==> src/hw/rtl/kt_pkg.sv <==
// ----------------------------------------------------------------------------
// kt_pkg: shared types for the keyed table
// Request and status codes, control FSM states and the per-cell command.
// ----------------------------------------------------------------------------
package kt_pkg;

    typedef enum logic [1:0] {
        REQ_INSERT = 2'd0,
        REQ_UPDATE = 2'd1,
        REQ_REMOVE = 2'd2,
        REQ_READ   = 2'd3
    } req_t;

    typedef enum logic [2:0] {
        ST_OK       = 3'd0,
        ST_FULL     = 3'd1,
        ST_DUP      = 3'd2,
        ST_EMPTY    = 3'd3,
        ST_NOTFOUND = 3'd4,
        ST_NEGQ     = 3'd5,
        ST_BADPOS   = 3'd6
    } status_t;

    typedef enum logic [3:0] {
        S_IDLE   = 4'b0001,
        S_MATCH  = 4'b0010,
        S_REDUCE = 4'b0100,
        S_APPLY  = 4'b1000
    } state_t;

    // command broadcast to every cell
    typedef struct packed {
        logic compare;
        logic ins;
        logic upd;
        logic shift;
    } cell_cmd_t;

    localparam int KEY_W = 32;
    localparam int QTY_W = 31;

endpackage

==> src/hw/rtl/kt_cell.sv <==
// ----------------------------------------------------------------------------
// kt_cell: one table slot
// Holds one key/quantity pair, compares against the request key and loads
// from its upper neighbor when the table compacts after a removal.
// ----------------------------------------------------------------------------
module kt_cell #(
    parameter int CELL_IDX = 0,
    parameter int IDX_W    = 6,
    parameter int CNT_W    = 7
) (
    input  logic                       clk,
    input  kt_pkg::cell_cmd_t          cmd,
    input  logic [kt_pkg::KEY_W-1:0]   req_key,
    input  logic [kt_pkg::QTY_W-1:0]   req_qty,
    input  logic [CNT_W-1:0]           count,
    input  logic [IDX_W-1:0]           hit_idx,
    input  logic [kt_pkg::KEY_W-1:0]   nb_key,
    input  logic [kt_pkg::QTY_W-1:0]   nb_qty,
    output logic [kt_pkg::KEY_W-1:0]   key_reg,
    output logic [kt_pkg::QTY_W-1:0]   qty_reg,
    output logic                       match_reg
);

    localparam logic [CNT_W-1:0] MY_CNT = CNT_W'(CELL_IDX);
    localparam logic [IDX_W-1:0] MY_IDX = IDX_W'(CELL_IDX);

    logic live;

    assign live = (MY_CNT < count);

    always_ff @(posedge clk)
    begin
        if (cmd.compare)
        begin
            match_reg <= live && (key_reg == req_key);
        end

        if (cmd.ins && (MY_CNT == count))
        begin
            key_reg <= req_key;
            qty_reg <= req_qty;
        end
        else if (cmd.upd && match_reg)
        begin
            qty_reg <= req_qty;
        end
        else if (cmd.shift && (MY_IDX >= hit_idx))
        begin
            key_reg <= nb_key;
            qty_reg <= nb_qty;
        end
    end

endmodule

==> config.mk <==
export PLATFORM = sky130hd
export DESIGN_NAME = kt_cell
export DESIGN_NICKNAME = d
export VERILOG_FILES = /design/src/hw/rtl/kt_pkg.sv /design/src/hw/rtl/kt_cell.sv
export SDC_FILE = /design/constraint.sdc
export NUM_CORES = 1
export LEC_CHECK = 0
export BUFFER_PORTS_ARGS = -buffer_cell sky130_fd_sc_hd__buf_2
export CAP_MARGIN = 20
export CELL_PAD_IN_SITES_DETAIL_PLACEMENT = 1
export CELL_PAD_IN_SITES_GLOBAL_PLACEMENT = 2
export CORE_UTILIZATION = 27
export DETAILED_ROUTE_END_ITERATION = 6
export GPL_TIMING_DRIVEN = 0
export HOLD_SLACK_MARGIN = 0.03
export PLACE_DENSITY = 0.86
export SLEW_MARGIN = 20
export SYNTH_ARGS = -nofsm -noshare
export SYNTH_HDL_FRONTEND = slang
export SYNTH_SLANG_ARGS = --single-unit
==> constraint.sdc <==
create_clock -name clk -period 4.25 [get_ports clk]
set_input_delay 0.85 -clock clk [delete_from_list [all_inputs] [get_ports clk]]
set_output_delay 0.85 -clock clk [all_outputs]
set_load 0.01 [all_outputs]
---- After elaboration in Yosys (flattened, before gate mapping) ----
Cells that the tools add are included.
word-level totals
  memory bits (writable) .................. 0
  output and inout port bits .............. 64
  input port bits ......................... 144
  bits in read-only memories .............. 0
  word-level logic and storage cells ...... 21
  bits in latches ......................... 0
  memories ................................ 0
  register bits after elaboration ......... 64
operators by class
  $lt $le $gt $ge ......................... 2
  shift-type cells ........................ 0
  eq/ne operators ......................... 2
  bitwise logic cells ..................... 0
  div/mod/pow operators ................... 0
  reduce and logical (&&, ||, !) cells .... 8
  $mul .................................... 0
  multiplexer cells ....................... 6
  add/sub/neg operators ................... 0
operators with widths
  operator              number
  $mux W32              3
  $mux W31              3
  $eq A32 B32 Y1        1
  $logic_not A7 Y1      1
  $lt A1 B7 Y1 const A  1
  $ge A1 B6 Y1 const A  1
  $logic_and A1 B1 Y1   4
  $reduce_bool A3 Y1    1
  $ne A2 B2 Y1 const B  1
  $reduce_and A2 Y1     1
  $reduce_bool A2 Y1    1

---- Longest topological paths before layout ----
  word-level depth ........................ 5
  gate-level depth with buffers ........... 4
  gate-level depth less buffers ........... 4

---- Least setup slack after synthesis ----
OpenSTA, ideal clock, no wires.
  kind .................................... input port to flip-flop
  start point ............................. input port hit_idx[2]
  end point ............................... register key_reg[0] (netlist bit), enable pin
  slack ................................... 0.273 ns
  stages .................................. 3
  data arrival time ....................... 3.511 ns
  data required time ...................... 3.784 ns
  buffers on the path ..................... 0
  setup time .............................. 0.466 ns
  cell sequence ........................... nor4b_1 nand2_1 o21ai_0
between the ends
  cells in the longest elaborated chain, start to end .. 4
ends and longest elaborated chain
  element                              line           text
  from (decl)                          kt_cell.sv:16  input logic [IDX_W-1:0] hit_idx,
  $ge A1 B6 Y1                         kt_cell.sv:47  else if (cmd.shift && (MY_IDX >= hit_idx))
  $logic_and A1 B1 Y1                  kt_cell.sv:47
  $reduce_bool A2 Y1 (no source line)  n/a
  $reduce_and A2 Y1 (no source line)   n/a
  to (signal assigned)                 kt_cell.sv:40  key_reg <= req_key;
  to (signal assigned)                 kt_cell.sv:49  key_reg <= nb_key;
  to (decl)                            kt_cell.sv:19  output logic [kt_pkg::KEY_W-1:0] key_reg,
Every way passes these cells.
A chain may end at the register's enable or synchronous reset.

---- Final worst setup path ----
  start point ............................. input port count[3]
  end point ............................... register qty_reg[27] (netlist bit), enable pin
between the ends
  cells in the longest elaborated chain, start to end .. 3
ends and longest elaborated chain
  element                              line           text
  from (decl)                          kt_cell.sv:15  input logic [CNT_W-1:0] count,
  $logic_not A7 Y1                     kt_cell.sv:38  if (cmd.ins && (MY_CNT == count))
  $logic_and A1 B1 Y1                  kt_cell.sv:38
  $reduce_bool A3 Y1 (no source line)  n/a
  to (signal assigned)                 kt_cell.sv:41  qty_reg <= req_qty;
  to (signal assigned)                 kt_cell.sv:45  qty_reg <= req_qty;
  to (signal assigned)                 kt_cell.sv:50  qty_reg <= nb_qty;
  to (decl)                            kt_cell.sv:20  output logic [kt_pkg::QTY_W-1:0] qty_reg,
Every way passes these cells.

==> out/qor.csv <==
stage;metric;value;unit
timing;hold_viol;0;
setup_path;cpMaxStageDelayCell;nand2_2;
floorplanning;die_h;114;um
global_routing;grt-ovfl-total;0;
yosys;synth_compound_area_share;1.04;%
global_routing;antenna_found_initial;1;
clocking;path_clk_slew;0.05;ns
min_path;hp-class;in -> reg;
layout;final_layout_size_suffix_gt1_share;72.4;%
floorplanning;design.core.area;12100;um2
power_and_ir_drop;leakage;2.32;nW
yosys;synth-simple-area-share;4.08;%
layout;synthToLayoutAreaGrowth;47.5;%
layout;final_common_cell;buf_2;
layout;nNetsFinal;549;
yosys;synth_seq_cells;64;
floorplanning;rows;40;
drt;drtIter0Drc;93;
setup_path;arrival;2.36;ns
clocking;cts_max_path_buffers;2;
setup_path;worstSetupPathType;in -> reg;
floorplanning;die_w;114;um
yosys;synth.distinct_cells;19;
timing;maxSlewViolCount;0;
floorplanning;io-pin-count;208;
layout;multi_input_area;1390;um2
yosys;syn_nets;330;
yosys;synth-adder-area-share;0;%
timing;fin_ws;1.84;ns
timing;fin_setup_tns;0;ns
clocking;clock_latency;0.32;ns
layout;fillers;1339;
layout;largest_reg_flops;32;
floorplanning;initial_utilization;27.8;%
clocking;postCtsSetupBuffers;0;
setup_path;critical_path.max_fanout;31;
clocking;clock_sinks;64;
timing;fin_skew;0.00540;ns
power_and_ir_drop;powerDensity;339;nW/um2
clocking;cts_max_level;3;
setup_path;cp_slowest_stage_delay;0.53;ns
layout;final_cell_mix;buf_2 (207), edfxtp_1 (64), mux2_4 (58);
clocking;cts_tree;built;
setup_path;crit_required;4.19;ns
drt;via_count;2430;
timing;whs;0.730;ns
placement;place.gp.congestion;0.699;
clocking;hold_buffers;0;
timing;rsz0062_at_grt;no;
yosys;synth_xor_area_share;8.32;%
setup_path;worstSetupEndpointType;flop;
yosys;yosysTopAreaCell;edfxtp_1;
timing;setup_violations;0;
yosys;synth_area_per_cell;18.1;um2
yosys;syn-instance-count;186;
drt;routed_wl;9570;um
yosys;synth.area.mux_share;27.5;%
drt;wire_per_inst;16.6;um
outcome;status;finished, final reports clean;
drt;post-route-drc-count;0;
global_routing;grt_pass1_wl;14200;um
flow_run;cap_violations;0;
layout;regArea;1920;um2
setup_path;crit_chain;buf_2, nor4_4, a31oi_4, buf_6, nand2_2;
yosys;synth_top_area_share;57.0;%
timing;timing.fmax;414;MHz
clocking;cts_resized;0;
global_routing;grt_max_degree;32;
clocking;cts_made_buffers;9;
global_routing;grt_pass1_vias;2670;
placement;dp_hpwl;7780;um
drt;first_pass_iters;4;
timing;worst_pin_slew;0.721;ns
floorplanning;die-area;12900;um2
timing;timing.final.crit_share;56.8;%
yosys;synth_top_family_by_area;multiplexers;
yosys;synth_warnings;0;
placement;portBuffers;207;
yosys;ys_seq_area_share;57.0;%
yosys;synthTopCellsByArea;edfxtp_1 (57%), mux2_4 (26%), xor2_1 (7.3%), buf_6 (2.0%), mux2_2 (1.7%);
layout;antenna_cells;0;
power_and_ir_drop;report.power.total;1.69;mW
clocking;root_buffer;clkbuf_16;
power_and_ir_drop;ir_drop;0.000178;V
setup_path;start_kind;input pin;
drt;ant_nets;0;
timing;relSlewSlack;51.8;%
placement;pre_cts_ws;1.44;ns
global_routing;grt_usage;14.8;%
yosys;synth_area;3370;um2
drt;drt-vias-per-instance;4.20;
timing;period_minus_slack;2.41;ns
-- cell usage after synthesis, drive strengths merged --
| master | instances |
|---|---|
| nand2 | 2 |
| mux2 | 63 |
| nor4b | 1 |
| nand4 | 2 |
| nor3 | 2 |
| edfxtp | 64 |
| a31oi | 1 |
| and2 | 1 |
| nand3 | 2 |
| buf | 6 |
| o21ai | 1 |
| xnor2 | 4 |
| a2111oi | 1 |
| nor4 | 8 |
| xor2 | 28 |
-- worst max-delay path, delay by kind of cell --
kind	cells	cell delay [ns]
simple gates	2	0.97
buf+inv	2	0.32
compound gates	1	0.21
-- final cells by class --
type	instances	share of cell area (%)
Tap cell	168	4.23
Multi-Input combinational cell	116	28.0
Buffer	6	1.36
Clock buffer	10	4.61
Sequential cell	64	38.7
Clock inverter	6	1.69
Timing Repair Buffer	208	21.4
-- worst paths after layout --
kind | start | end | slack (ns) | depth (start not counted)
setup / recovery | count[3] | qty_reg[27] | 1.84 | 5
hold / removal | cmd[3] | match_reg | 0.73 | 1
setup reg to reg | match_reg | qty_reg[27] | 2.30 | 4
hold reg to reg | key_reg[3] | match_reg | 0.77 | 3
-- layer usage --
| metal | global-route usage [%] | share of wire (%) | vias to the layer above |
|---|---|---|---|
| li1 | - | - | 1156 |
| met3 | 4.73 | 8.5 | 10 |
| met4 | 3.68 | 0.95 | 2 |
| met1 | 15.9 | 39 | 1128 |
| met2 | 27.8 | 51 | 134 |
| met5 | 0 | 0.14 | - |
-- stage by stage --
step	utilization (%)	area, um2	std cells
final	41.0	4970	578
after global routing	41.0	4970	578
after CTS	41.0	4970	578
after detailed placement	38.5	4660	562
after global placement	38.1	4620	561
after floorplan	-	3370	186
-- logic make-up after synthesis --
group                     count (synthesis)
AOI/OAI and AO/OA                         3
muxes                                    63
xor gates and xnor gates                 32
DFF                                      64
buffers and inverters                     6
and+or+nand+nor                          18
-- where the power goes --
group          switching, mW  internal, mW
combinational         0.0735         0.118
sequential           0.00374         0.714
clock                  0.266         0.510
(Power assumes the default switching activity.)
